[config.mk]
export PLATFORM = sky130hd
export DESIGN_NAME = irtlp_ram
export DESIGN_NICKNAME = d
export VERILOG_FILES = /design/src/sv/assert_macros.svh /design/src/sv/irtlp_ram.sv
export SDC_FILE = /design/constraint.sdc
export NUM_CORES = 2
export LEC_CHECK = 0
export BUFFER_PORTS_ARGS = -buffer_cell sky130_fd_sc_hd__buf_2
export CAP_MARGIN = 10
export CORE_UTILIZATION = 40
export DETAILED_ROUTE_END_ITERATION = 10
export GPL_ROUTABILITY_DRIVEN = 0
export SLEW_MARGIN = 30
export SYNTH_ARGS = -nofsm -noshare
export SYNTH_HDL_FRONTEND = slang
export SYNTH_SLANG_ARGS = --single-unit
[constraint.sdc]
create_clock -name clock -period 4.87 [get_ports clock]
set_input_delay 0.974 -clock clock [delete_from_list [all_inputs] [get_ports clock]]
set_output_delay 0.974 -clock clock [all_outputs]
set_load 0.1 [all_outputs]
[src/sv/assert_macros.svh]
// ----------------------------------------------------------------------------
// assert_macros
// Assertion helper macros used by the top-level RTL file.
// ----------------------------------------------------------------------------
`ifndef ASSERT_MACROS_SVH
`define ASSERT_MACROS_SVH
// assert that antecedent implies consequent in the same cycle
`define ASSERT_IMPL(lbl, clk, rst, a, c, msg) \
   lbl: assert property (@(posedge clk) disable iff (rst) (a) |-> (c)) else $error(msg);
// assert that antecedent implies consequent in the next cycle
`define ASSERT_NEXT(lbl, clk, rst, a, c, msg) \
   lbl: assert property (@(posedge clk) disable iff (rst) (a) |=> (c)) else $error(msg);
`endif

[src/sv/irtlp_ram.sv]
// ----------------------------------------------------------------------------
// irtlp_ram
// Generic single write, single read RAM with registered read data.
// ----------------------------------------------------------------------------
module irtlp_ram #(
   parameter int WIDTH = 16,
   parameter int DEPTH = 256
) (
   input  logic                     clock,
   input  logic                     wr_en,
   input  logic [$clog2(DEPTH)-1:0] wr_addr,
   input  logic [WIDTH-1:0]         wr_data,
   input  logic                     rd_en,
   input  logic [$clog2(DEPTH)-1:0] rd_addr,
   output logic [WIDTH-1:0]         rd_data
);
   logic [WIDTH-1:0] mem_ff [DEPTH];
   logic [WIDTH-1:0] rd_data_ff;

   always_ff @(posedge clock) begin
      if (wr_en) mem_ff[wr_addr] <= wr_data;
      if (rd_en) rd_data_ff <= mem_ff[rd_addr];
   end
   assign rd_data = rd_data_ff;
endmodule

== Word level (Yosys, flattened, before mapping) ==
Memories as Yosys holds them, arrays and structs flattened. A register that Yosys moved wholly into a read port is not among the register bits.
Cells that the tools add are included.
Operators by class
  multiplexer cells: 2
Operators with widths (number)
  $mux W1: 2
Storage, ports and cells
  input bits: 35
  logic and storage cells: 3
  memory bits (writable): 4096
  memories: 1
  register bits: 0
Memory list
  mem_ff: depth 256, bits a word 16, read ports 1, clocked after memory_dff 1, write ports 1, RTL line irtlp_ram.sv:17  | logic [WIDTH-1:0] mem_ff [DEPTH];

== Logic depth before layout (Yosys ltp) ==
  depth in word-level cells: 2
  gate-level depth with buffers: 12
  mapped depth without buffers: 6

== Worst setup path after synthesis ==
Ideal clock, no wire load.
  kind: input port to flip-flop
  from: in rd_addr[0]
  to: reg rd_data_ff[4] (netlist: rd_data[4]), read port of mem_ff, data pin
  library setup time: 265 ps
  required time: 4605 ps
  arrival time: 2958 ps
  buffers on the path: 3
  setup slack: 1647 ps
  cell stages on the path: 8
  cell sequence: buf_6 -> buf_6 -> buf_2 -> mux4_2 -> mux4_2 -> a22o_1 -> o32ai_2 -> nor4_2
RTL lines
  from (decl): RTL line irtlp_ram.sv:14  | input logic [$clog2(DEPTH)-1:0] rd_addr,
  to (decl): RTL line irtlp_ram.sv:18  | logic [WIDTH-1:0] rd_data_ff;

==> results.txt <==
The flip-flop cell with the highest count after synthesis is edfxtp_1. The share of synthesized area occupied by flip-flops and latches is 0.777. The first-pass GRT wire length came out at ~600 mm. The CTS clock-pin slew for the worst setup and hold paths came out at approximately 0.06 ns. The total of max-cap violations came out at 0. The combined global-route utilization of all metal layers came out at 0.213. The worst setup path is of the in2reg kind. The total power is between 70000 and 80000 µW. The global route total overflow came out at 0. The number of cell rows is between 200 and 250. The startpoint identified for the worst register-to-register timing path is mem_ff[211][9].

The worst setup path is captured at a register. The power share of the sequential group is 0.529. The share of cells above drive strength 1 came out at 0.271.

The floorplan die area came out at 400000 µm². The minimum period implied by the final worst setup slack is 4.53 ns. The maximum buffer depth of the clock tree is 4. The synthesized net count is 7395. The register-to-register setup slack came out at approximately 1.4 ns.

The initial core utilization came out at 0.402. The final number of max-transition violations was 0. The number of warning messages in the yosys log came out at 0.

The synthesized netlist occupies a cell area of 159000 µm². Internal power comes to around 58000 µW. The run finished with clean final reports.

Setup repair after global routing left no endpoint under its margin. The startpoint of the worst hold path is wr_data[4]. The TritonCTS clock tree is built. The total number of clock tree sinks came out at around 4100. The first-iteration detailed-routing DRC count came out at slightly above 9000. The class of the worst hold path is in2reg. The length of the first detailed-routing pass in iterations is 5. The post-synthesis area per instance is roughly 22 µm². The number of buffer cells added on primary ports is 50. The hold-critical path depth came out at 1. The total wirelength of the detailed-routed design is around 430 mm.

After detailed routing, the number of vias per cell comes to between 5 and 6. In this run, distinct cell masters in the synthesized netlist total 51. Entering global routing, the biggest net connects between 100 and 150 pins. The number of buffers added by the clock tree synthesis step came out at slightly above 400.

The proportion of power drawn by combinational gates is 0.052. Headroom to the max-slew limit came out at 0.258. The number of antenna violations at the first check in global routing is 27. The share of total power dissipated in the clock network is 0.419.

The post-detailed-placement half-perimeter wirelength came out at roughly 270 mm. The growth of design area from synthesis to finish came out at 14.7%. The cell count of the worst reg-to-reg path came out at 6. The maximum frequency from static timing analysis is 221 MHz. The worst-case vdd ir drop is roughly 0.3 mV. The share of the clock period used by the worst path after layout came out at 0.930. The hold path endpoint is mem_ff[52][4]. The maximum level of the CTS H-tree came out at 5. The post-synthesis async set-or-reset flop share is 0.

The number of cells produced by synthesis came out at 7360. The worst-margin pin slew is ~1.1 ns. The floorplan step set the die width to about 630 µm. The later pin in the worst-skew pair is clocked with a latency of 0.98 ns.

The proportion of total power due to net switching came out at 0.217. The static leakage is between 0.05 and 0.06 µW. The number of nets in the layout is between 8000 and 9000. The I/O pin count is approximately 50.

The number of hold buffers added after CTS is 0. The flip-flop and latch count after synthesis is between 4000 and 5000. The core region is roughly 400000 µm².

The worst register-to-register path ends at rd_data[9]. The final-layout setup total negative slack is 0 ns. The final setup violation count is 0. Data on the critical path arrives at its endpoint at around 5.3 ns. Gates resized during post-CTS repair numbered 0.

The height of the chip came out at approximately 630 µm. The count of antenna-violating nets left after detailed routing is 0. The power density relative to cell area came out at 406 nW/µm².

The post-CTS setup buffer count came out at 0. The data required time of the worst path came out at approximately 5.6 ns. The number of synthesized flops with an enable pin is between 4000 and 5000. The DRC violations left is 0. The via count of the first global-routing pass was about 79000.

The worst clock skew came out at 0.0711 ns. The routed wirelength normalized by instance count is roughly 32 µm. The routed layout has slightly below 80000 vias. The cell at the root of the clock tree is clkbuf_16. The total of fill cells in the finished design came out at ~32000.

The switching power came out at 16000 µW. The highest fanout seen on the critical path is 38. The worst setup path is launched from an input port.

The number of endpoints with negative hold slack in the final report is 0.
==> cell type report <==
cell class	count	area [µm²]	area share
multi-input combinational	2792	33100	0.182
tap	5242	6560	0.0360
clock buffer	493	10600	0.0581
antenna	30	75.1	0.000412
timing repair buffer	652	5810	0.0319
inverter	4	27.5	0.000151
clock inverter	254	2500	0.0137
sequential	4112	123000	0.678
==> how the worst max path moves through the flow <==
stage | slack [ns] | startpoint | cells after the start | end
floorplan | 1.65 | rd_addr[0] | 8 | rd_data[4]
global placement | -0.49 | rd_addr[0] | 10 | rd_data[9]
finish | 0.34 | rd_addr[0] | 10 | rd_data[9]
CTS | 0.49 | rd_addr[0] | 10 | rd_data[9]
detailed placement | -0.48 | rd_addr[0] | 10 | rd_data[9]
global route | 0.48 | rd_addr[0] | 10 | rd_data[9]
==> power by group through the flow <==
stage	clock network (µW)	registers [µW]	logic, µW
detailed placement	0	39800	3890
global route	32800	39100	4040
finish	31000	39100	3880
floorplan	0	39900	1920
CTS	31500	39100	3890
global placement	0	39800	3820
==> through the flow <==
stage          hold slack [ns]  setup slack (ns)  instances  instance area (µm²)  utilization
6_report                 0.402             0.339      13579               182000        0.460
4_1_cts                  0.473             0.493      13547               182000        0.460
2_1_floorplan            0.973              1.65       7360               159000            -
3_5_place_dp              1.21            -0.475      12800               169000        0.427
5_1_grt                  0.366             0.477      13568               182000        0.460
3_3_place_gp              1.20            -0.492      12799               169000        0.427
==> routing by layer <==
metal | part of all wire | wire length (µm) | GRT usage
met5 | 0.000063 | 27 | 0
met1 | 0.40 | 173000 | 0.289
met2 | 0.49 | 209000 | 0.349
met3 | 0.076 | 33000 | 0.0345
met4 | 0.038 | 16400 | 0.0771
==> Yosys cell counts (32+ instances only) <==
| master | count | share of area |
|---|---|---|
| a21oi_1 | 175 | 0.0055 |
| a22o_1 | 32 | 0.0018 |
| a22oi_1 | 43 | 0.0020 |
| buf_2 | 76 | 0.0024 |
| buf_6 | 77 | 0.0055 |
| clkbuf_1 | 230 | 0.0054 |
| edfxtp_1 | 4112 | 0.78 |
| mux2_2 | 88 | 0.0062 |
| mux2i_1 | 565 | 0.036 |
| mux4_2 | 797 | 0.11 |
| nand2_1 | 38 | 0.00090 |
| nand3_1 | 35 | 0.0011 |
| nor2_1 | 304 | 0.0072 |
| nor3_1 | 92 | 0.0029 |
| o21ai_0 | 37 | 0.0012 |
| o221ai_1 | 252 | 0.014 |
| o22ai_1 | 148 | 0.0058 |
==> state kept, by name, summed over array words and instances, names as in the netlist <==
| register | flops |
|---|---|
| rd_data | 16 |
| mem_ff | 4096 |
==> layout by cell type (no fill, tap or decap), types with 11 or more instances in the layout <==
master	instances
mux2i_1	565
a211oi_1	18
o221ai_1	252
clkbuf_1	82
and3_1	11
clkinv_1	85
buf_12	65
nand3_1	25
buf_2	29
nand4_1	26
edfxtp_1	4112
clkinv_2	92
a22o_1	32
nor2_4	14
diode_2	30
a22oi_1	43
a21oi_1	175
clkbuf_16	411
o22ai_1	148
nor2_1	205
o21ai_0	36
bufinv_16	39
buf_4	537
mux4_2	797
o31ai_1	15
o32ai_1	20
nor2_2	85
nand2_1	35
mux2_2	88
buf_8	17
a221oi_1	28
nor4_1	16
nor3_1	90
==> worst max-delay path, cell delays in order <==
cell and delay [ns]:
buf_12 0.33, buf_12 0.26, buf_12 0.23, buf_12 0.33
mux2i_1 0.16, o221ai_1 0.59, o22ai_1 0.14, a21oi_1 0.59
nand4_1 0.96, nor4_1 0.51
==> cell families after synthesis <==
kind of cell | after synthesis | share of synthesized area
flip-flops | 4112 | 0.777
AND/OR/NAND/NOR | 556 | 0.0157
buffers and inverters | 456 | 0.0169
AO/OA/AOI/OAI | 786 | 0.0353
multiplexers | 1450 | 0.155
Power figures use the tool's default switching activity.
