===== src/sv/assert_macros.svh =====
// ----------------------------------------------------------------------------
// assert_macros
// Assertion helper macros used by the top-level RTL file.
// ----------------------------------------------------------------------------
`ifndef ASSERT_MACROS_SVH
`define ASSERT_MACROS_SVH
// assert that antecedent implies consequent in the same cycle
`define ASSERT_IMPL(lbl, clk, rst, a, c, msg) \
   lbl: assert property (@(posedge clk) disable iff (rst) (a) |-> (c)) else $error(msg);
// assert that antecedent implies consequent in the next cycle
`define ASSERT_NEXT(lbl, clk, rst, a, c, msg) \
   lbl: assert property (@(posedge clk) disable iff (rst) (a) |=> (c)) else $error(msg);
`endif


===== src/sv/irtlp_pkg.sv =====
// ----------------------------------------------------------------------------
// irtlp_pkg
// Types, constants and functions of the logistic response probability block.
// ----------------------------------------------------------------------------
package irtlp_pkg;
   localparam int MAX_DIMS = 4;
   localparam int ITEM_COUNT = 256;
   localparam int ITEM_W = 8;
   localparam int VAL_W = 16;
   localparam int PROD_W = 32;
   localparam int ETA_W = 35;
   localparam int MAG_W = ETA_W - 12;

   localparam logic FUNC_LOAD = 1'b0;
   localparam logic FUNC_EVAL = 1'b1;

   localparam logic [1:0] REG_MODEL_ORDER = 2'd0;
   localparam logic [1:0] REG_DIMS_IN_USE = 2'd1;
   localparam logic [1:0] REG_LOWER_BOUND = 2'd2;
   localparam logic [1:0] REG_UPPER_BOUND = 2'd3;

   localparam logic [1:0] ORDER_UNIT = 2'd1;
   localparam logic [1:0] ORDER_SLOPE = 2'd2;
   localparam logic [1:0] ORDER_GUESS = 2'd3;

   typedef struct packed {
      logic       func;
      logic [7:0] item_index;
      logic signed [15:0] guess_value;
      logic signed [15:0] ability_a;
      logic signed [15:0] ability_b;
      logic signed [15:0] ability_c;
      logic signed [15:0] ability_d;
      logic signed [15:0] slope_a;
      logic signed [15:0] slope_b;
      logic signed [15:0] slope_c;
      logic signed [15:0] slope_d;
      logic signed [15:0] intercept;
   } req_type;

   typedef struct packed {
      logic [15:0] probability;
      logic [7:0]  item_echo;
   } rsp_type;

   typedef struct packed {
      logic [1:0]  model_order;
      logic [2:0]  dims_in_use;
      logic [15:0] lower_bound;
      logic [15:0] upper_bound;
   } cfg_type;

   function automatic logic [16:0] sig_sample(input logic [4:0] i);
      logic [16:0] r;
      case (i)
         5'd0: r = 17'd32768;  5'd1: r = 17'd40793;  5'd2: r = 17'd47911;
         5'd3: r = 17'd53581;  5'd4: r = 17'd57724;  5'd5: r = 17'd60565;
         5'd6: r = 17'd62428;  5'd7: r = 17'd63615;  5'd8: r = 17'd64357;
         5'd9: r = 17'd64816;  5'd10: r = 17'd65097; 5'd11: r = 17'd65269;
         5'd12: r = 17'd65374; 5'd13: r = 17'd65438; 5'd14: r = 17'd65476;
         5'd15: r = 17'd65500;
         default: r = 17'd65514;
      endcase
      return r;
   endfunction

   // logistic of a Q12 sign-magnitude value, Q0.16 result (17 bits)
   function automatic logic [16:0] logistic(input logic neg, input logic [MAG_W-1:0] mag);
      logic [16:0] lo;
      logic [16:0] hi;
      logic [27:0] step;
      logic [16:0] pos;
      lo = sig_sample(mag[15:11]);
      hi = sig_sample(mag[15:11] + 5'd1);
      step = 28'((hi - lo) * 28'(mag[10:0]));
      if (mag[MAG_W-1:15] != '0) pos = 17'd65514;
      else pos = lo + 17'(step >> 11);
      return neg ? 17'(17'd65536 - pos) : pos;
   endfunction
endpackage


===== src/sv/irtlp_lane.sv =====
// ----------------------------------------------------------------------------
// irtlp_lane
// One dimension: registered product of slope (or unit slope) and ability, masked when unused.
// ----------------------------------------------------------------------------
module irtlp_lane (
   input  logic                                clock,
   input  logic                                advance,
   input  logic                                enable,
   input  logic                                unit_slope,
   input  logic signed [irtlp_pkg::VAL_W-1:0]  ability,
   input  logic signed [irtlp_pkg::VAL_W-1:0]  slope,
   output logic signed [irtlp_pkg::PROD_W-1:0] product
);
   logic signed [irtlp_pkg::VAL_W-1:0]  slope_eff;
   logic signed [irtlp_pkg::PROD_W-1:0] product_in;
   logic signed [irtlp_pkg::PROD_W-1:0] product_ff;

   always_comb begin
      slope_eff = unit_slope ? 16'sd4096 : slope;
      if (enable) product_in = ability * slope_eff;
      else product_in = '0;
   end

   always_ff @(posedge clock) begin
      if (advance) product_ff <= product_in;
   end
   assign product = product_ff;
endmodule


===== config.mk =====
export PLATFORM = sky130hd
export DESIGN_NAME = irtlp_lane
export DESIGN_NICKNAME = d
export VERILOG_FILES = /design/src/sv/assert_macros.svh /design/src/sv/irtlp_pkg.sv /design/src/sv/irtlp_lane.sv
export SDC_FILE = /design/constraint.sdc
export NUM_CORES = 1
export LEC_CHECK = 0
export BUFFER_PORTS_ARGS = -buffer_cell sky130_fd_sc_hd__clkbuf_2
export CORE_UTILIZATION = 65
export CTS_CLUSTER_SIZE = 20
export DETAILED_ROUTE_END_ITERATION = 10
export PLACE_DENSITY_LB_ADDON = 0.3
export SLEW_MARGIN = 10
export SYNTH_ARGS = -nofsm -noshare
export SYNTH_HDL_FRONTEND = slang
export SYNTH_SLANG_ARGS = --single-unit

===== constraint.sdc =====
create_clock -name clock -period 8.24 [get_ports clock]
set_input_delay 0.824 -clock clock [delete_from_list [all_inputs] [get_ports clock]]
set_output_delay 0.824 -clock clock [all_outputs]
set_load 0.01 [all_outputs]

### Word level (Yosys, flattened, before mapping)

Index checks and enable logic that the tools add are counted.

* bits in registers: 32
* bits of input ports: 36
* output and inout port bits: 32
* word-level logic and storage cells: 3

* multiply operators: 1
* multiplexer cells: 1

Operators with widths (count)
* multiplier 16 x 16 -> 32 bit: 1
* two-way mux 16 bit: 1

### Logic depth before layout (Yosys ltp)

Gate-level depths: netlist (run 1).

* depth after elaboration: 2
* mapped depth: 23
* mapped depth without buffers: 20

### Least setup slack after synthesis (run 1)

OpenSTA, ideal clock, no wires.

* path type: input -> register
* start: in unit_slope
* end: reg product_ff, in the netlist product[30], data pin
* setup time: 0.147 ns
* arrival time: 6.700 ns
* required time: 8.093 ns
* path slack: 1.394 ns
* stages: 21
* buffers on the path: 3
* cell sequence: clkbuf_1 -> nor2b_1 -> clkbuf_1 -> nand2_1 -> inv_1 -> fa_1 -> fa_1 -> inv_1 -> fa_1 -> inv_1 -> fa_1 -> fa_1 -> fa_1 -> ha_1 -> buf_6 -> a21o_1 -> a21o_1 -> a31oi_1 -> o21bai_1 -> or3_1 -> a21oi_1

* longest elaborated chain between the ends: 2

RTL lines
* from (decl): line irtlp_lane.sv:9 `input logic unit_slope,`
* two-way mux 16 bit: line irtlp_lane.sv:19 `slope_eff = unit_slope ? 16'sd4096 : slope;`
* multiplier 16 x 16 -> 32 bit: line irtlp_lane.sv:20 `if (enable) product_in = ability * slope_eff;`
* to (signal assigned): line irtlp_lane.sv:25 `if (advance) product_ff <= product_in;`
* to (decl): line irtlp_lane.sv:16 `logic signed [irtlp_pkg::PROD_W-1:0] product_ff;`

Every way passes these cells.
A chain may end at the register's enable or synchronous reset.

### Worst setup path after layout (run 1)

Same ends and word-level chain as after synthesis.

==> metrics.txt, run 1 <==
Pleak=6.149 nW; total of max-cap violations=0; syn_nets=1590; Post-CTS Setup Inserts=0; max reg flops=32; M2 GR Usage=56.48%; Routed Wire Length=25.91 mm; via count=8343; CP Max Fanout=16; n_diodes=0; most frequent CP cell=fa_1; initial core utilization=between 60% and 70%; DRT Pass-1 Iters=6; Placed Area=0.01187 sq mm; CTS Buffer Depth=2; clk slew on worst S/H paths=0.05 ns; Worst setup SP type=primary input; post-synthesis instance total=1210; Top FF cell, synth=edfxtp_1; cts hold-fix bufs=0; commonest non-fill, non-tap cell in the layout=inv_1; M3 GR Usage=3.515%; power per cell area=401.0 mW/mm^2; post-route ant nets=0; synthesized area=0.01136 sq mm; Nets=between 1500 and 2000; Iteration-0 DRC Markers=410; drt wl/cell=17.61 um; first-pass GRT wire length=43.19 mm; PortBufs=67; Critical Path Sink Type=register; CTS tree=built; final number of max-transition violations=0; Max stage delay on crit path=0.85 ns; dpl hpwl=22.06 mm; critical setup path kind=primary input to register; min cycle time layout=~7 ns; CTS root buf=clkbuf_16; vias in the first global route=9096; Slew headroom=30.45%; final worst slack=1.126 ns; Arr. time, crit path=7.23 ns; die width=134.2 um; Seq/Total Area, Yosys=8.461%; Mapped Avg Cell Area=9.386 sq um; GR peak layer=met2; Hold Vio Cnt, Final=0; initial antenna violation count=0; Core Util, Final=71.42%; layout cells sized above 1=about 8.7%; grt ovf=0; IO Count=68; outcome=finished clean; TNS Setup=0 ns; Async S/R FF share, synth=0%; post-cts sizing count=0; Syn. warnings=0; fin crit share=86.33%; Peak VDD IR=0.0005962 V; Rows=47; TritonCTS Buffers=5; Total GRT Usage=a little under a third; routing usage on met1=between 30% and 40%; EDFF count, synth=32; GPL Wtd Cong=0.9107; Die Ht=134.2 um; post-synth cell types=60; pre-CTS setup slack=0.8645 ns; Req. time, crit path=~8.4 ns; critical path, cell by cell=clkbuf_2, nor2b_1, buf_4, nand2_1, inv_1, fa_1, fa_1, inv_1, fa_1, inv_1, fa_1, fa_1, fa_1, ha_1, a211oi_1, o211ai_1, a31oi_1, o21bai_1, or3_1, a21oi_1; CTS sink count=32; FMAX=140.6 MHz; die area=0.01801 sq mm; largest net degree at the start of global routing=33; worst min-delay path class=primary input to register; CP max stage cell=fa_1; measured slew at the worst slew-check pin=1.041 ns; layout overhead on the synthesized area=5.762%; RSZ-0062 raised after global routing=no; sequential standard cell area=960.9 sq um; via-per-instance ratio=5.672; H-tree depth=2; #FFs+latches synth=32; worst hold slack=around 1.2 ns; remaining routing DRC violations=0; Setup Viol. Count Final=0; area of the multi-input gates=roughly 0.009 sq mm; FILL cells=1316; core box area=0.01682 sq mm; most frequent cells in the layout=inv_1, fa_1, nand2_1; Final Cell Area=0.01201 sq mm
-- routing by layer --
metal | wire length [um] | vias to the layer above
li1 | - | 3706
met1 | 9667 | 4280
met2 | 13910 | 290
met3 | 1290 | 67
met4 | 1045 | 0
met5 | 0 | -
-- worst max-delay path, delay by kind of cell --
family	cells	cell delay, ns
simple gates	3	0.84
buf+inv	5	0.80
compound gates	5	1.01
fa+ha+maj	7	3.75
-- kinds of logic (layout without fill, tap and decap cells) --
kind of cell             after synthesis  after routing  share of synthesized area, %
buffers and inverters                336            377                         11.26
AO/OA/AOI/OAI                        103            103                         6.500
AND/OR/NAND/NOR                      370            370                         16.59
flip-flops                            32             32                         8.461
XOR/XNOR                              21             21                         1.620
adder cells (fa/ha/maj)              344            344                         55.22
multiplexers                           4              4                        0.3526
-- per-stage QoR --
stage | cells | power (W)
2_1_floorplan | 1210 | 0.003662
3_3_place_gp | 1463 | 0.004487
3_5_place_dp | 1463 | 0.004612
4_1_cts | 1471 | 0.004821
5_1_grt | 1471 | 0.005325
6_report | 1471 | 0.004816
-- area by class of cell --
| type | instances | area share (%) |
|---|---|---|
| inverter | 290 | 9.062 |
| timing repair buffer | 79 | 3.542 |
| multi-input combinational | 842 | 75.91 |
| tap | 220 | 2.292 |
| clock buffer | 5 | 1.042 |
| sequential | 32 | 8.000 |
| clock inverter | 3 | 0.1563 |
-- cells in the mapped netlist (9+ instances only) --
| cell | number | area, sq um |
|---|---|---|
| and2_1 | 127 | 794.5 |
| inv_1 | 290 | 1089 |
| nor3_1 | 9 | 45.04 |
| clkbuf_1 | 42 | 157.7 |
| xnor2_1 | 18 | 157.7 |
| a21o_1 | 12 | 90.09 |
| nor2_1 | 35 | 131.4 |
| edfxtp_1 | 32 | 960.9 |
| ha_1 | 82 | 1026 |
| fa_1 | 262 | 5245 |
| a21oi_1 | 18 | 90.09 |
| nand2_1 | 140 | 525.5 |
| nor2b_1 | 15 | 93.84 |
| o21ai_0 | 17 | 85.08 |
-- power by group --
group | switching (W) | internal, W | total (W)
clock | 0.0000690 | 0.000111 | 0.000180
sequential | 0.0000177 | 0.000338 | 0.000355
combinational | 0.00256 | 0.00172 | 0.00428
total | 0.00265 | 0.00217 | 0.00482
-- path summary, 6_finish.rpt --
| check | slack [ns] | startpoint | cells after the start | to |
|---|---|---|---|---|
| max | 1.13 | unit_slope | 20 | product[30] |
| min | 1.21 | ability[0] | 2 | product[0] |
Note: power is estimated with default switching activity, not from simulation.
==> inputs of run 2 (changes only) <==
- REMOVE_ABC_BUFFERS: unset -> 1
==> run 2 against run 1 <==
Final cell count is essentially flat. Routed wire length shrank 1.1%. Non-clock buffer count shrank 1. Sequential share of layout area is essentially flat. Global-route usage grew 0.21 points. Critical path depth is the same. Worst setup slack gained 0.20 ns. Highest routed layer unchanged. Via count shrank 0.89%. Cell area grew 0.17%.
==> metrics.txt, run 2 (synthesized netlist as in run 1, its figures left out) <==
CTS sink count=32; remaining routing DRC violations=0; sequential standard cell area=960.9 sq um; Routed Wire Length=between 20 and 30 mm; cts hold-fix bufs=0; hold path start=ability[0]; via count=a little over 8000; final number of max-transition violations=0; Pleak=6.151 nW; drt wl/cell=17.44 um; critical setup path kind=primary input to register; Power, Total=~0.0048 W; die area=around 0.018 sq mm; first-pass GRT wire length=~44 mm; GPL Wtd Cong=0.8939; Die Ht=134.2 um; Worst setup SP type=primary input; Iteration-0 DRC Markers=666; Arr. time, crit path=7.04 ns; Slew headroom=27.80%; post-cts sizing count=0; Post-CTS Setup Inserts=0; total of max-cap violations=0; share of total power in combinational logic=87.9%; die width=134.2 um; FMAX=about 140 MHz; measured slew at the worst slew-check pin=1.081 ns; H-tree depth=2; Clk pwr share=4.6%; Critical Path Sink Type=register; Nets=1629; Total GRT Usage=31.39%; initial core utilization=67.53%; Pint=0.002179 W; Hold Vio Cnt, Final=0; largest net degree at the start of global routing=33; TNS Setup=0 ns; power per cell area=400.8 mW/mm^2; layout cells sized above 1=8.640%; CTS Buffer Depth=2; IO Count=a little under 70; min cycle time layout=6.912 ns; CP Max Fanout=16; area of the multi-input gates=0.009117 sq mm; initial antenna violation count=0; Switch Pwr=0.002643 W; grt ovf=0; Req. time, crit path=between 8 and 9 ns; vias in the first global route=8862; core box area=0.01682 sq mm; RSZ-0062 raised after global routing=no; most frequent cells in the layout=inv_1, fa_1, nand2_1; PortBufs=67; via-per-instance ratio=5.625; CTS tree=built; clk slew on worst S/H paths=0.06 ns; Setup Viol. Count Final=0; Peak VDD IR=~0.00095 V; fin crit share=83.88%; DRT Pass-1 Iters=5; FILL cells=1270; layout overhead on the synthesized area=5.938%; Seq pwr share=7.5%; dpl hpwl=21.16 mm; crit path from=unit_slope; Rows=47; max reg flops=32; outcome=finished clean; n_diodes=0; post-route ant nets=0; Sw Share=a little over half; commonest non-fill, non-tap cell in the layout=inv_1; CTS root buf=clkbuf_16; TritonCTS Buffers=5; worst min-delay path class=primary input to register
## run 2: cell types whose count changed in the layout (fill, tap and decap cells not counted), sizes merged
cell,delta
clkinv,-3
buf,-1
bufinv,+1
clkinvlp,+1
inv,+1
## run 2: worst paths after layout
kind / slack, ns / endpoint / cells past startpoint
setup / recovery: 1.33 / product[30] / 20
hold / removal: 1.19 / product[0] / 2
## run 2: metal layers
metal | GRT usage, % | up-vias | wire [um]
met5 | 0 | - | 0
met4 | 8.052 | 0 | 618
met3 | 3.401 | 53 | 1475
met2 | 54.72 | 273 | 13360
met1 | 42.19 | 4222 | 10180
li1 | - | 3721 | -
## run 2: final cells by class
| cell class | instances | area share [%] |
|---|---|---|
| multi-input cells | 842 | 75.78 |
| inverters | 290 | 9.047 |
| flip-flops and latches | 32 | 7.987 |
| repair buffers | 78 | 3.473 |
| well taps | 220 | 2.288 |
| clock buffers | 5 | 1.040 |
| clock inverters | 3 | 0.3848 |
## run 2: power by group through the flow
stage          clock (W)  sequential (W)  combinational, W
2_1_floorplan          0        0.000394           0.00317
3_3_place_gp           0        0.000366           0.00413
3_5_place_dp           0        0.000364           0.00420
4_1_cts         0.000221        0.000364           0.00424
5_1_grt         0.000229        0.000368           0.00480
6_report        0.000220        0.000364           0.00424
## run 2: metrics by stage
step	util (%)	setup slack, ns	cell area (sq um)	hold slack (ns)	cells
2_1_floorplan	-	1.535	11170	0.9365	1164
3_5_place_dp	70.52	1.055	11860	1.241	1462
3_3_place_gp	70.52	1.255	11860	1.244	1462
6_report	71.54	1.328	12030	1.191	1470
5_1_grt	71.54	0.8832	12030	1.197	1470
4_1_cts	71.54	1.324	12030	1.180	1470
## run 2: critical path, stage by stage
cell      delay, ns
clkbuf_2       0.23
nor2b_1        0.18
buf_4          0.24
nand2_1        0.12
inv_1          0.15
fa_1           0.55
fa_1           0.85
inv_1          0.16
fa_1           0.50
inv_1          0.05
fa_1           0.55
fa_1           0.43
fa_1           0.45
ha_1           0.40
a21o_1         0.23
a21o_1         0.17
a31oi_1        0.35
o21bai_1       0.11
or3_1          0.35
a21oi_1        0.14
==> inputs of run 3 (changes only) <==
- clock period: 8.24 -> 6.93 ns (I/O delays scaled with it)
==> run 3 against run 2 <==
Final cell count is 1.1% higher. Worst setup slack worse by 1.1 ns. Sequential power is 19% higher. Core utilization is 0.67 points higher. Sequential cell count stayed put. Cell area is 0.94% higher. Count of clock-buffer cells in the layout is 1 higher. Largest power group unchanged.
==> metrics.txt, run 3 (synthesized netlist as in run 1, its figures left out) <==
commonest non-fill, non-tap cell in the layout=inv_1; Hold Vio Cnt, Final=0; CTS tree=built; initial core utilization=approximately 68%; CP Max Fanout=16; cts hold-fix bufs=0; grt ovf=0; largest net degree at the start of global routing=33; post-route ant nets=0; Placed Area=0.01198 sq mm; worst min-delay path class=primary input to register; CTS Buffer Depth=2; remaining routing DRC violations=0; post-cts sizing count=0; H-tree depth=2; critical setup path kind=primary input to register; Setup Viol. Count Final=0; drt wl/cell=roughly 18 um; n_diodes=0; Routed Wire Length=26.24 mm; Arr. time, crit path=roughly 6.7 ns; TNS Setup=0 ns; Rows=47; die area=0.01801 sq mm; layout cells sized above 1=9.716%; Final Cell Area=approximately 0.012 sq mm; layout overhead on the synthesized area=6.929%; die width=~130 um; CTS sink count=32; Total GRT Usage=31.73%; Peak VDD IR=0.0008201 V; IO Count=68; Critical Path Sink Type=register; Nets=1645; Slew headroom=roughly 43%; via-per-instance ratio=5.694; CTS root buf=clkbuf_16; worst hold slack=1.111 ns; final number of max-transition violations=0; sequential standard cell area=960.9 sq um; FILL cells=1275; fin crit share=96.21%; clk slew on worst S/H paths=0.06 ns; pre-CTS setup slack=0.06786 ns; dpl hpwl=21.93 mm; vias in the first global route=8975; GPL Wtd Cong=0.9266; area of the multi-input gates=0.009117 sq mm; max reg flops=32; Die Ht=134.2 um; first-pass GRT wire length=44.15 mm; TritonCTS Buffers=5; DRT Pass-1 Iters=5; dpl cells=approximately 1500; final worst slack=0.2626 ns; Req. time, crit path=6.93 ns; power per cell area=484.5 mW/mm^2; measured slew at the worst slew-check pin=0.8540 ns; RSZ-0062 raised after global routing=no; Post-CTS Setup Inserts=0; min cycle time layout=6.667 ns; PortBufs=67; non-filler instance count after layout=1486; most frequent cells in the layout=inv_1, fa_1, nand2_1; FMAX=150.0 MHz; core box area=0.01682 sq mm; Worst setup SP type=primary input; via count=8462; outcome=finished clean; Pleak=6.229 nW; initial antenna violation count=0; total of max-cap violations=0; Iteration-0 DRC Markers=535
## run 3: cell count changes in the layout (fill, tap and decap cells not counted)
cell / before / now
clkinvlp_4: 1 / 0
inv_6: 1 / 0
buf_4: 11 / 27
clkbuf_1: 0 / 1
clkinv_2: 0 / 1
## run 3: layer usage
layer  wire length [um]  vias up  track usage [%]
met5                  0        -                0
met4                748        0            10.17
met3               1498       74            3.061
met2              13660      329            54.98
met1              10340     4323            42.30
li1                   -     3736                -
## run 3: layout make-up
| type | count | share of cell area, % |
|---|---|---|
| Inverter | 290 | 8.964 |
| Tap cell | 220 | 2.267 |
| Multi-Input combinational cell | 842 | 75.08 |
| Timing Repair Buffer | 94 | 4.430 |
| Sequential cell | 32 | 7.913 |
| Clock inverter | 2 | 0.2885 |
| Clock buffer | 6 | 1.061 |
## run 3: metrics by stage
step / util (%) / power, W
4_1_cts: 72.21 / 0.005868
3_5_place_dp: 71.23 / 0.005569
2_1_floorplan: - / 0.004243
5_1_grt: 72.21 / 0.006491
3_3_place_gp: 71.23 / 0.005449
6_report: 72.21 / 0.005883
## run 3: final timing paths
| check | startpoint | endpoint | depth (start not counted) |
|---|---|---|---|
| max | unit_slope | product[21] | 20 |
| min | ability[0] | product[0] | 3 |
## run 3: where the power goes
part / internal (W) / total, W / switching, W
clock: 0.000169 / 0.000252 / 0.0000830
sequential: 0.000403 / 0.000434 / 0.0000314
combinational: 0.00211 / 0.00520 / 0.00308
total: 0.00269 / 0.00588 / 0.00320
## run 3: worst max-delay path: stages
cell and delay [ns]:
clkbuf_2 0.22, nor2b_1 0.36, buf_4 0.27, nand2_1 0.09, fa_1 0.49, fa_1 0.51
fa_1 0.53, inv_1 0.06, fa_1 0.53, fa_1 0.52, inv_1 0.06, fa_1 0.48
inv_1 0.04, ha_1 0.36, a21oi_1 0.33, o211ai_1 0.19, a21oi_1 0.22, nand2_1 0.12
a311oi_1 0.46, nor3_1 0.10
