[src/sv/assert_macros.svh]
// ----------------------------------------------------------------------------
// assert_macros
// Assertion helper macros used by the top-level RTL file.
// ----------------------------------------------------------------------------
`ifndef ASSERT_MACROS_SVH
`define ASSERT_MACROS_SVH
// assert that antecedent implies consequent in the same cycle
`define ASSERT_IMPL(lbl, clk, rst, a, c, msg) \
   lbl: assert property (@(posedge clk) disable iff (rst) (a) |-> (c)) else $error(msg);
// assert that antecedent implies consequent in the next cycle
`define ASSERT_NEXT(lbl, clk, rst, a, c, msg) \
   lbl: assert property (@(posedge clk) disable iff (rst) (a) |=> (c)) else $error(msg);
`endif

[src/sv/irtlp_pkg.sv]
// ----------------------------------------------------------------------------
// irtlp_pkg
// Types, constants and functions of the logistic response probability block.
// ----------------------------------------------------------------------------
package irtlp_pkg;
   localparam int MAX_DIMS = 4;
   localparam int ITEM_COUNT = 256;
   localparam int ITEM_W = 8;
   localparam int VAL_W = 16;
   localparam int PROD_W = 32;
   localparam int ETA_W = 35;
   localparam int MAG_W = ETA_W - 12;

   localparam logic FUNC_LOAD = 1'b0;
   localparam logic FUNC_EVAL = 1'b1;

   localparam logic [1:0] REG_MODEL_ORDER = 2'd0;
   localparam logic [1:0] REG_DIMS_IN_USE = 2'd1;
   localparam logic [1:0] REG_LOWER_BOUND = 2'd2;
   localparam logic [1:0] REG_UPPER_BOUND = 2'd3;

   localparam logic [1:0] ORDER_UNIT = 2'd1;
   localparam logic [1:0] ORDER_SLOPE = 2'd2;
   localparam logic [1:0] ORDER_GUESS = 2'd3;

   typedef struct packed {
      logic       func;
      logic [7:0] item_index;
      logic signed [15:0] guess_value;
      logic signed [15:0] ability_a;
      logic signed [15:0] ability_b;
      logic signed [15:0] ability_c;
      logic signed [15:0] ability_d;
      logic signed [15:0] slope_a;
      logic signed [15:0] slope_b;
      logic signed [15:0] slope_c;
      logic signed [15:0] slope_d;
      logic signed [15:0] intercept;
   } req_type;

   typedef struct packed {
      logic [15:0] probability;
      logic [7:0]  item_echo;
   } rsp_type;

   typedef struct packed {
      logic [1:0]  model_order;
      logic [2:0]  dims_in_use;
      logic [15:0] lower_bound;
      logic [15:0] upper_bound;
   } cfg_type;

   function automatic logic [16:0] sig_sample(input logic [4:0] i);
      logic [16:0] r;
      case (i)
         5'd0: r = 17'd32768;  5'd1: r = 17'd40793;  5'd2: r = 17'd47911;
         5'd3: r = 17'd53581;  5'd4: r = 17'd57724;  5'd5: r = 17'd60565;
         5'd6: r = 17'd62428;  5'd7: r = 17'd63615;  5'd8: r = 17'd64357;
         5'd9: r = 17'd64816;  5'd10: r = 17'd65097; 5'd11: r = 17'd65269;
         5'd12: r = 17'd65374; 5'd13: r = 17'd65438; 5'd14: r = 17'd65476;
         5'd15: r = 17'd65500;
         default: r = 17'd65514;
      endcase
      return r;
   endfunction

   // logistic of a Q12 sign-magnitude value, Q0.16 result (17 bits)
   function automatic logic [16:0] logistic(input logic neg, input logic [MAG_W-1:0] mag);
      logic [16:0] lo;
      logic [16:0] hi;
      logic [27:0] step;
      logic [16:0] pos;
      lo = sig_sample(mag[15:11]);
      hi = sig_sample(mag[15:11] + 5'd1);
      step = 28'((hi - lo) * 28'(mag[10:0]));
      if (mag[MAG_W-1:15] != '0) pos = 17'd65514;
      else pos = lo + 17'(step >> 11);
      return neg ? 17'(17'd65536 - pos) : pos;
   endfunction
endpackage

[src/sv/irtlp_merge.sv]
// ----------------------------------------------------------------------------
// irtlp_merge
// Sum lane products and intercept, then logistic, guessing floor and clamp.
// ----------------------------------------------------------------------------
module irtlp_merge (
   input  logic                                clock,
   input  logic                                advance,
   input  logic signed [irtlp_pkg::PROD_W-1:0] products [irtlp_pkg::MAX_DIMS],
   input  logic signed [irtlp_pkg::VAL_W-1:0]  intercept,
   input  logic                                use_guess,
   input  logic [irtlp_pkg::VAL_W-1:0]         guess_raw,
   input  irtlp_pkg::cfg_type                  cfg,
   output logic [15:0]                         probability
);
   logic signed [irtlp_pkg::ETA_W-1:0] eta;
   logic [irtlp_pkg::ETA_W-1:0]        eta_abs;
   logic [16:0]                        lg_in;
   logic [16:0]                        gq_in;
   logic                               guess_mid;
   logic [16:0]                        lg_ff;
   logic [16:0]                        gq_ff;
   logic                               use_guess_ff;
   logic [33:0]                        mix;
   logic [17:0]                        p;
   logic signed [15:0]                 g;

   always_comb begin
      eta = irtlp_pkg::ETA_W'(intercept) <<< 12;
      for (int i = 0; i < irtlp_pkg::MAX_DIMS; i++)
         eta = eta + irtlp_pkg::ETA_W'(products[i]);
      eta_abs = eta[irtlp_pkg::ETA_W-1] ? irtlp_pkg::ETA_W'(-eta) : irtlp_pkg::ETA_W'(eta);
      lg_in = irtlp_pkg::logistic(eta[irtlp_pkg::ETA_W-1],
                                  eta_abs[irtlp_pkg::ETA_W-1:12]);
      g = guess_raw;
      guess_mid = !g[15] && (g <= 16'sd4096);
      if (guess_mid)
         gq_in = {g[12:0], 4'd0};
      else
         gq_in = irtlp_pkg::logistic(g[15],
                                     irtlp_pkg::MAG_W'(g[15] ? 16'(-g) : 16'(g)));
   end

   always_ff @(posedge clock) begin
      if (advance) begin
         lg_ff <= lg_in;
         gq_ff <= gq_in;
         use_guess_ff <= use_guess;
      end
   end

   always_comb begin
      mix = 34'(17'd65536 - gq_ff) * 34'(lg_ff);
      p = use_guess_ff ? 18'(gq_ff) + 18'(mix >> 16) : 18'(lg_ff);
      if (p < 18'(cfg.lower_bound)) p = 18'(cfg.lower_bound);
      if (p > 18'(cfg.upper_bound)) p = 18'(cfg.upper_bound);
      probability = p[15:0];
   end
endmodule

[config.mk]
export PLATFORM = sky130hd
export DESIGN_NAME = irtlp_merge
export DESIGN_NICKNAME = d
export VERILOG_FILES = /design/src/sv/assert_macros.svh /design/src/sv/irtlp_pkg.sv /design/src/sv/irtlp_merge.sv
export SDC_FILE = /design/constraint.sdc
export NUM_CORES = 2
export LEC_CHECK = 0
export BUFFER_PORTS_ARGS = -buffer_cell sky130_fd_sc_hd__buf_4
export CAP_MARGIN = 20
export CORE_ASPECT_RATIO = 0.7
export CORE_MARGIN = 2
export CORE_UTILIZATION = 45
export CTS_CLUSTER_DIAMETER = 80
export DETAILED_ROUTE_END_ITERATION = 8
export SLEW_MARGIN = 20
export SYNTH_ARGS = -nofsm -noshare
export SYNTH_HDL_FRONTEND = slang
export SYNTH_SLANG_ARGS = --single-unit
[constraint.sdc]
create_clock -name clock -period 28.7 [get_ports clock]
set_clock_uncertainty 0.15 [all_clocks]
set_input_delay 5.74 -clock clock [delete_from_list [all_inputs] [get_ports clock]]
set_output_delay 5.74 -clock clock [all_outputs]
set_load 0.1 [all_outputs]
* After elaboration in Yosys (flattened, before gate mapping) *
Memory sizes are Yosys's and may differ from the RTL's.
Cells that the tools add are included.

word-level totals
  ROM bits = 960
  logic and storage cells = 51
  output and inout bits = 16
  flip-flop bits (word level) = 35
  input port bits = 200
  memories = 4

operators by class
  $lt $le $gt $ge = 3
  mux-type cells = 17
  reduce and logical (&&, ||, !) cells = 4
  add/subtract/negate cells = 16
  $mul = 3

memory list
  memory           words  width  read ports  clocked after memory_dff  write ports  RTL line         RTL
  (no name shown)  16     15     1           0                         0            irtlp_pkg.sv:55  case (i)
  (no name shown)  16     15     1           0                         0            irtlp_pkg.sv:55
  (no name shown)  16     15     1           0                         0            irtlp_pkg.sv:55
  (no name shown)  16     15     1           0                         0            irtlp_pkg.sv:55

operators with widths
  kind                                                                                 count
  17-bit 2-to-1 mux                                                                    12
  18-bit by 12-bit multiplier with 28-bit output                                       2
  18-bit 2-to-1 mux                                                                    2
  17-bit by 17-bit subtractor with 18-bit output                                       2
  34-bit by 32-bit adder with 35-bit output                                            1
  35-bit by 32-bit adder with 35-bit output                                            1
  35-bit 2-to-1 mux                                                                    1
  35-bit negation                                                                      1
  17-bit adder                                                                         2
  33-bit by 32-bit adder with 34-bit output                                            1
  18-bit by 18-bit multiplier with 34-bit output                                       1
  17-bit subtractor (first input constant)                                             2
  28-bit by 32-bit adder with 33-bit output                                            1
  23-bit 2-to-1 mux                                                                    1
  17-bit by 18-bit adder with 18-bit output                                            1
  18-bit by 16-bit > comparator with 1-bit output                                      1
  18-bit by 16-bit less-than comparator with 1-bit output                              1
  17-bit by 17-bit subtractor with 18-bit output (first input constant)                1
  16-bit by 14-bit less-or-equal comparator with 1-bit output (second input constant)  1
  16-bit 2-to-1 mux                                                                    1
  16-bit negation                                                                      1
  8-bit nonzero test                                                                   2
  5-bit by 1-bit adder with 5-bit output (second input constant)                       2
  1-bit logical AND                                                                    1
  1-bit logical NOT                                                                    1

* Longest topological paths before layout *
An unclocked memory read counts as a cell.

  depth in word-level cells = 15
  gate-level depth with buffers = 74
  depth with buffers taken out = 70

* Least setup slack after synthesis *
OpenSTA, ideal clock, no wires.

  path type = in2reg
  from = input products[2] in the netlist's numbering
  to = register lg_ff[16], data pin
  buffers on the path = 3
  setup time = 0.262 ns
  data arrival time = 21.234 ns
  data required time = 28.288 ns
  cell stages on the path = 66
  setup slack = 7.054 ns
  cells stage by stage = inv_1 > fa_1 > inv_1 > fa_1 > ha_1 > ha_1 > fa_1 > a211oi_4 > nor3_2 > o311a_1 > or3_4 > nor4_4 > nand4bb_2 > nor4_4 > and4_1 > buf_4 > nor2_1 > xnor2_1 > [30 not listed] > and2_1 > nor2_1 > xnor2_1 > ha_1 > a21o_1 > a21oi_1 > o21bai_1 > a21oi_1 > o21bai_1 > a21oi_1 > xnor2_1 > nor4b_1 > or4b_2 > nor4_1 > a22oi_1 > mux2i_1 > xnor2_1 > nor2_1

between the ends
  word-level cells in the longest chain between the ends = 12
  elaborated cells on any way between the ends = 15
  those cells by class = 6 x add/sub; 1 x mul; 5 x mux; 1 x reduce/logical; 2 x memory

ends and longest elaborated chain
  item                                            RTL line           RTL
  start, declared                                 irtlp_merge.sv:8   input logic signed [irtlp_pkg::PROD_W-1:0] products [irtlp_pkg::MAX_DIMS],
  35-bit by 32-bit adder with 35-bit output *     irtlp_merge.sv:30  eta = eta + irtlp_pkg::ETA_W'(products[i]);
  35-bit negation                                 irtlp_merge.sv:31  eta_abs = eta[irtlp_pkg::ETA_W-1] ? irtlp_pkg::ETA_W'(-eta) : irtlp_pkg::ETA_W'(eta);
  35-bit 2-to-1 mux                               irtlp_merge.sv:31
  5-bit by 1-bit adder with 5-bit output          irtlp_pkg.sv:74    hi = sig_sample(mag[15:11] + 5'd1);
  memory 16 x 15 bit                              n/a
  17-bit 2-to-1 mux                               irtlp_pkg.sv:55
  17-bit by 17-bit subtractor with 18-bit output  irtlp_pkg.sv:75    step = 28'((hi - lo) * 28'(mag[10:0]));
  18-bit by 12-bit multiplier with 28-bit output  irtlp_pkg.sv:75
  17-bit adder                                    irtlp_pkg.sv:77    else pos = lo + 17'(step >> 11);
  17-bit 2-to-1 mux                               irtlp_pkg.sv:76    if (mag[MAG_W-1:15] != '0) pos = 17'd65514;
  17-bit subtractor                               irtlp_pkg.sv:78    return neg ? 17'(17'd65536 - pos) : pos;
  17-bit 2-to-1 mux *                             irtlp_pkg.sv:78
  via lg_in[16]                                   irtlp_merge.sv:17  logic [16:0] lg_in;
  end signal, assigned                            irtlp_merge.sv:45  lg_ff <= lg_in;
  end, declared                                   irtlp_merge.sv:20  logic [16:0] lg_ff;

The timed path passes the listed nets; every way through them passes the cells marked *.
A chain may end at the register's enable or synchronous reset.

* Worst setup path in the final report *
Same ends and word-level chain as after synthesis.

==> impl_results.html <==
<table>
<tr><th>Metric</th><th>Value</th></tr>
<tr><th colspan="2">Cells and area</th></tr>
<tr><td>Net count of the finished layout</td><td>between 5k and 6k</td></tr>
<tr><td>Fill cell total of the finished layout</td><td>8011</td></tr>
<tr><td>Area of all sequential standard cells</td><td>1051 sq um</td></tr>
<tr><td>Multi-input logic area</td><td>31940 sq um</td></tr>
<tr><td>Fraction of layout instances using a drive strength above 1</td><td>8.017%</td></tr>
<tr><td>Final cell count without fillers</td><td>5685</td></tr>
<tr><td>Synthesis-to-layout area growth</td><td>8.343%</td></tr>
<tr><th colspan="2">Min path</th></tr>
<tr><td>Hold path start</td><td>use_guess</td></tr>
<tr><td>Kind of path behind the tightest hold check</td><td>input pin to flop</td></tr>
<tr><th colspan="2">GRT</th></tr>
<tr><td>Wire length of the first global-routing pass</td><td>~170000 um</td></tr>
<tr><td>Via count of the first global-routing pass</td><td>29.77k</td></tr>
<tr><td>Combined global-route utilization of all metal layers</td><td>roughly a quarter</td></tr>
<tr><td>Antenna violations before repair</td><td>1</td></tr>
<tr><td>Total congestion overflow after global routing</td><td>0</td></tr>
<tr><td>Pin count of the biggest net entering global routing</td><td>43</td></tr>
<tr><th colspan="2">CTS</th></tr>
<tr><td>Hold bufs inserted after CTS</td><td>0</td></tr>
<tr><td>Longest Clk Path Bufs</td><td>2</td></tr>
<tr><td>Setup repair bufs after CTS</td><td>0</td></tr>
<tr><td>H-tree levels</td><td>2</td></tr>
<tr><td>PostCTS Resize Cnt</td><td>0</td></tr>
<tr><td>Worst-path clk slew</td><td>50 ps</td></tr>
<tr><td>Number of buffers inserted during clock tree synthesis</td><td>5</td></tr>
<tr><td>Master cell of the clock root buffer</td><td>sky130_fd_sc_hd__clkbuf_16</td></tr>
<tr><td>Number of sinks on the clock net</td><td>35</td></tr>
<tr><td>Clock tree from TritonCTS</td><td>yes</td></tr>
<tr><th colspan="2">Timing</th></tr>
<tr><td>Final Max Slew Viols</td><td>0</td></tr>
<tr><td>Hold Vio Cnt, Final</td><td>0</td></tr>
<tr><td>Highest clock rate</td><td>41.19 MHz</td></tr>
<tr><td>Accumulated negative setup slack</td><td>0 ps</td></tr>
<tr><td>Final setup violation count</td><td>0</td></tr>
<tr><td>Final Cycle Share</td><td>84.59%</td></tr>
<tr><td>RSZ-0062 raised after global routing</td><td>no</td></tr>
<tr><td>Final period demand of the worst path</td><td>24280 ps</td></tr>
<tr><td>Relative slew slack</td><td>20.74%</td></tr>
<tr><td>Least-Margin Pin Slew</td><td>around 1200 ps</td></tr>
<tr><th colspan="2">Logic synthesis</th></tr>
<tr><td>FF+latch count, synth</td><td>35</td></tr>
<tr><td>Number of cells produced by synthesis</td><td>around 4.5k</td></tr>
<tr><td>Syn_area_per_cell</td><td>8.345 sq um</td></tr>
<tr><td>Proportion of synthesized chip area in sequential cells</td><td>under 10%</td></tr>
<tr><td>YS warnings</td><td>0</td></tr>
<tr><td>Number of enable-type register cells in the synthesized netlist</td><td>35</td></tr>
<tr><td>Library cells used by synthesis</td><td>just under 90</td></tr>
<tr><td>Post-synth top flop</td><td>sky130_fd_sc_hd__edfxtp_1</td></tr>
<tr><td>Post-Syn Nets</td><td>5765</td></tr>
<tr><td>Cell area after technology mapping</td><td>roughly 37000 sq um</td></tr>
<tr><td>Proportion of register bits with asynchronous set or reset after synthesis</td><td>0%</td></tr>
<tr><th colspan="2">Setup path</th></tr>
<tr><td>Worst-path cell with the longest stage delay</td><td>sky130_fd_sc_hd__xor2_1</td></tr>
<tr><td>Kind of capture point of the worst setup path</td><td>flop</td></tr>
<tr><td>Top Family by Delay on Critical Path</td><td>adder cells</td></tr>
<tr><td>Critical setup path kind</td><td>input pin to flop</td></tr>
<tr><td>Worst setup startpoint</td><td>products[2]</td></tr>
<tr><td>Critical Path Start Type</td><td>input pin</td></tr>
<tr><td>Worst Path Arrival</td><td>24160 ps</td></tr>
<tr><td>Sum of buffers and inverters on the critical path</td><td>6</td></tr>
<tr><td>Delay of the slowest critical-path stage</td><td>850 ps</td></tr>
<tr><td>CP dominant cell by count</td><td>sky130_fd_sc_hd__fa_1</td></tr>
<tr><td>Data required time at the worst endpoint</td><td>between 20000 and 30000 ps</td></tr>
<tr><td>Max FO, Critical Path</td><td>15</td></tr>
<tr><th colspan="2">Die</th></tr>
<tr><td>DIE HEIGHT</td><td>244.8 um</td></tr>
<tr><td>Die width</td><td>348.0 um</td></tr>
<tr><td>Placeable core region</td><td>82250 sq um</td></tr>
<tr><td>Effective utilization at floorplan</td><td>45.33%</td></tr>
<tr><td>Floorplan die area</td><td>85210 sq um</td></tr>
<tr><td>Count of pins on the block boundary</td><td>around 220</td></tr>
<tr><td>Std cell rows</td><td>88</td></tr>
<tr><th colspan="2">Routing</th></tr>
<tr><td>Number of vias after detailed routing</td><td>29.61k</td></tr>
<tr><td>Residual DRC count</td><td>0</td></tr>
<tr><td>Final wirelength</td><td>100400 um</td></tr>
<tr><td>Post-route ant nets</td><td>0</td></tr>
<tr><td>Wirelength per Cell</td><td>17.66 um</td></tr>
<tr><td>Starting DRC count in detailed routing</td><td>2246</td></tr>
<tr><td>Routed vias/inst</td><td>approximately 5.2</td></tr>
<tr><td>First-pass iteration count of the detailed router</td><td>7</td></tr>
<tr><th colspan="2">Placed design</th></tr>
<tr><td>Placed cells</td><td>~5.7k</td></tr>
<tr><td>Count of buffers inserted at the top-level ports</td><td>210</td></tr>
<tr><td>Final GP Congestion</td><td>between 0.9 and 1</td></tr>
<tr><td>Detailed placer's ending HPWL</td><td>~86000 um</td></tr>
<tr><th colspan="2">Status</th></tr>
<tr><td>Run status</td><td>finished clean</td></tr>
<tr><th colspan="2">Flow run</th></tr>
<tr><td>Max_cap viols</td><td>0</td></tr>
</table>
==> metrics by stage <==
step / hold WS, ps / worst slack (ps) / utilization, % / cell area [sq um]
floorplan: 5689 / 7054 / - / 37280
global placement: 5771 / 4359 / 48.90 / 40220
detailed placement: 5771 / 4321 / 48.91 / 40230
CTS: 5473 / 4545 / 49.07 / 40360
global route: 5472 / 2762 / 49.11 / 40390
finish: 5480 / 4422 / 49.11 / 40400
==> synthesized netlist by cell type (8+ instances only) <==
| master | n | share of area [%] |
|---|---|---|
| sky130_fd_sc_hd__a21o_1 | 52 | 1.0 |
| sky130_fd_sc_hd__o211ai_1 | 21 | 0.42 |
| sky130_fd_sc_hd__nand4_1 | 15 | 0.25 |
| sky130_fd_sc_hd__mux2_2 | 34 | 1.0 |
| sky130_fd_sc_hd__nand2b_1 | 25 | 0.42 |
| sky130_fd_sc_hd__a21boi_0 | 12 | 0.24 |
| sky130_fd_sc_hd__nor3_1 | 66 | 0.89 |
| sky130_fd_sc_hd__ha_1 | 368 | 12 |
| sky130_fd_sc_hd__xor2_1 | 71 | 1.7 |
| sky130_fd_sc_hd__or2_2 | 20 | 0.34 |
| sky130_fd_sc_hd__nand2_1 | 548 | 5.5 |
| sky130_fd_sc_hd__or4_1 | 11 | 0.22 |
| sky130_fd_sc_hd__mux2i_1 | 51 | 1.4 |
| sky130_fd_sc_hd__or3_1 | 20 | 0.34 |
| sky130_fd_sc_hd__nor4_1 | 18 | 0.30 |
| sky130_fd_sc_hd__inv_1 | 1027 | 10 |
| sky130_fd_sc_hd__a211oi_1 | 12 | 0.24 |
| sky130_fd_sc_hd__xnor2_1 | 149 | 3.5 |
| sky130_fd_sc_hd__a31oi_1 | 19 | 0.32 |
| sky130_fd_sc_hd__nor3b_1 | 9 | 0.18 |
| sky130_fd_sc_hd__a21oi_1 | 131 | 1.8 |
| sky130_fd_sc_hd__and3_1 | 11 | 0.18 |
| sky130_fd_sc_hd__o21a_1 | 44 | 0.89 |
| sky130_fd_sc_hd__clkbuf_1 | 129 | 1.3 |
| sky130_fd_sc_hd__nand3_1 | 45 | 0.60 |
| sky130_fd_sc_hd__edfxtp_1 | 35 | 2.8 |
| sky130_fd_sc_hd__buf_1 | 8 | 0.081 |
| sky130_fd_sc_hd__nor2_1 | 259 | 2.6 |
| sky130_fd_sc_hd__o21bai_1 | 21 | 0.42 |
| sky130_fd_sc_hd__fa_1 | 729 | 39 |
| sky130_fd_sc_hd__nor2b_1 | 68 | 1.1 |
| sky130_fd_sc_hd__o21ai_0 | 128 | 1.7 |
| sky130_fd_sc_hd__and2_1 | 159 | 2.7 |
| sky130_fd_sc_hd__o31ai_1 | 12 | 0.24 |
==> logic make-up after synthesis <==
group	synth area share (%)
flops	2.819
buf+inv	11.87
fa+ha+maj	51.49
mux	2.396
compound gates	9.571
simple gates	16.58
xor+xnor	5.272
==> path summary, 6_finish.rpt <==
check                                    end  slack (ps)  cells past startpoint
worst max-delay path     lg_ff[16]$_DFFE_PP_        4420                     66
worst min-delay path  use_guess_ff$_DFFE_PP_        5480                      1
==> cell usage in the layout, fill, tap and decap left out, drive strengths merged, types with 35 or more instances in the layout <==
cell type	instances
inv	1028
fa	729
nand2	548
ha	368
buf	273
nor2	259
and2	161
xnor2	150
a21oi	132
o21ai	132
xor2	71
nor2b	68
nor3	68
a21o	52
mux2i	51
nand3	45
o21a	44
edfxtp	35
==> layout make-up <==
type                    instances  area share [%]
inverters                    1030           9.571
well taps                    1080           3.345
repair buffers                273           5.074
diodes                          2         0.01239
clock buffers                   6          0.3190
flip-flops and latches         35           2.602
multi-input cells            3259           79.08
==> flip-flops by register name, indices dropped and copies added, names as in the netlist <==
name          count
gq_ff            17
lg_ff            17
use_guess_ff      1
==> layer usage <==
| metal | wire length [um] | GRT usage [%] |
|---|---|---|
| met1 | 50920 | 39.03 |
| met2 | 41210 | 35.51 |
| met3 | 7516 | 3.645 |
| met4 | 739 | 2.177 |
| met5 | 0 | 0 |
Power is not shown: default switching activity piles up to over one toggle a cycle in this logic, so the estimate is an artifact.
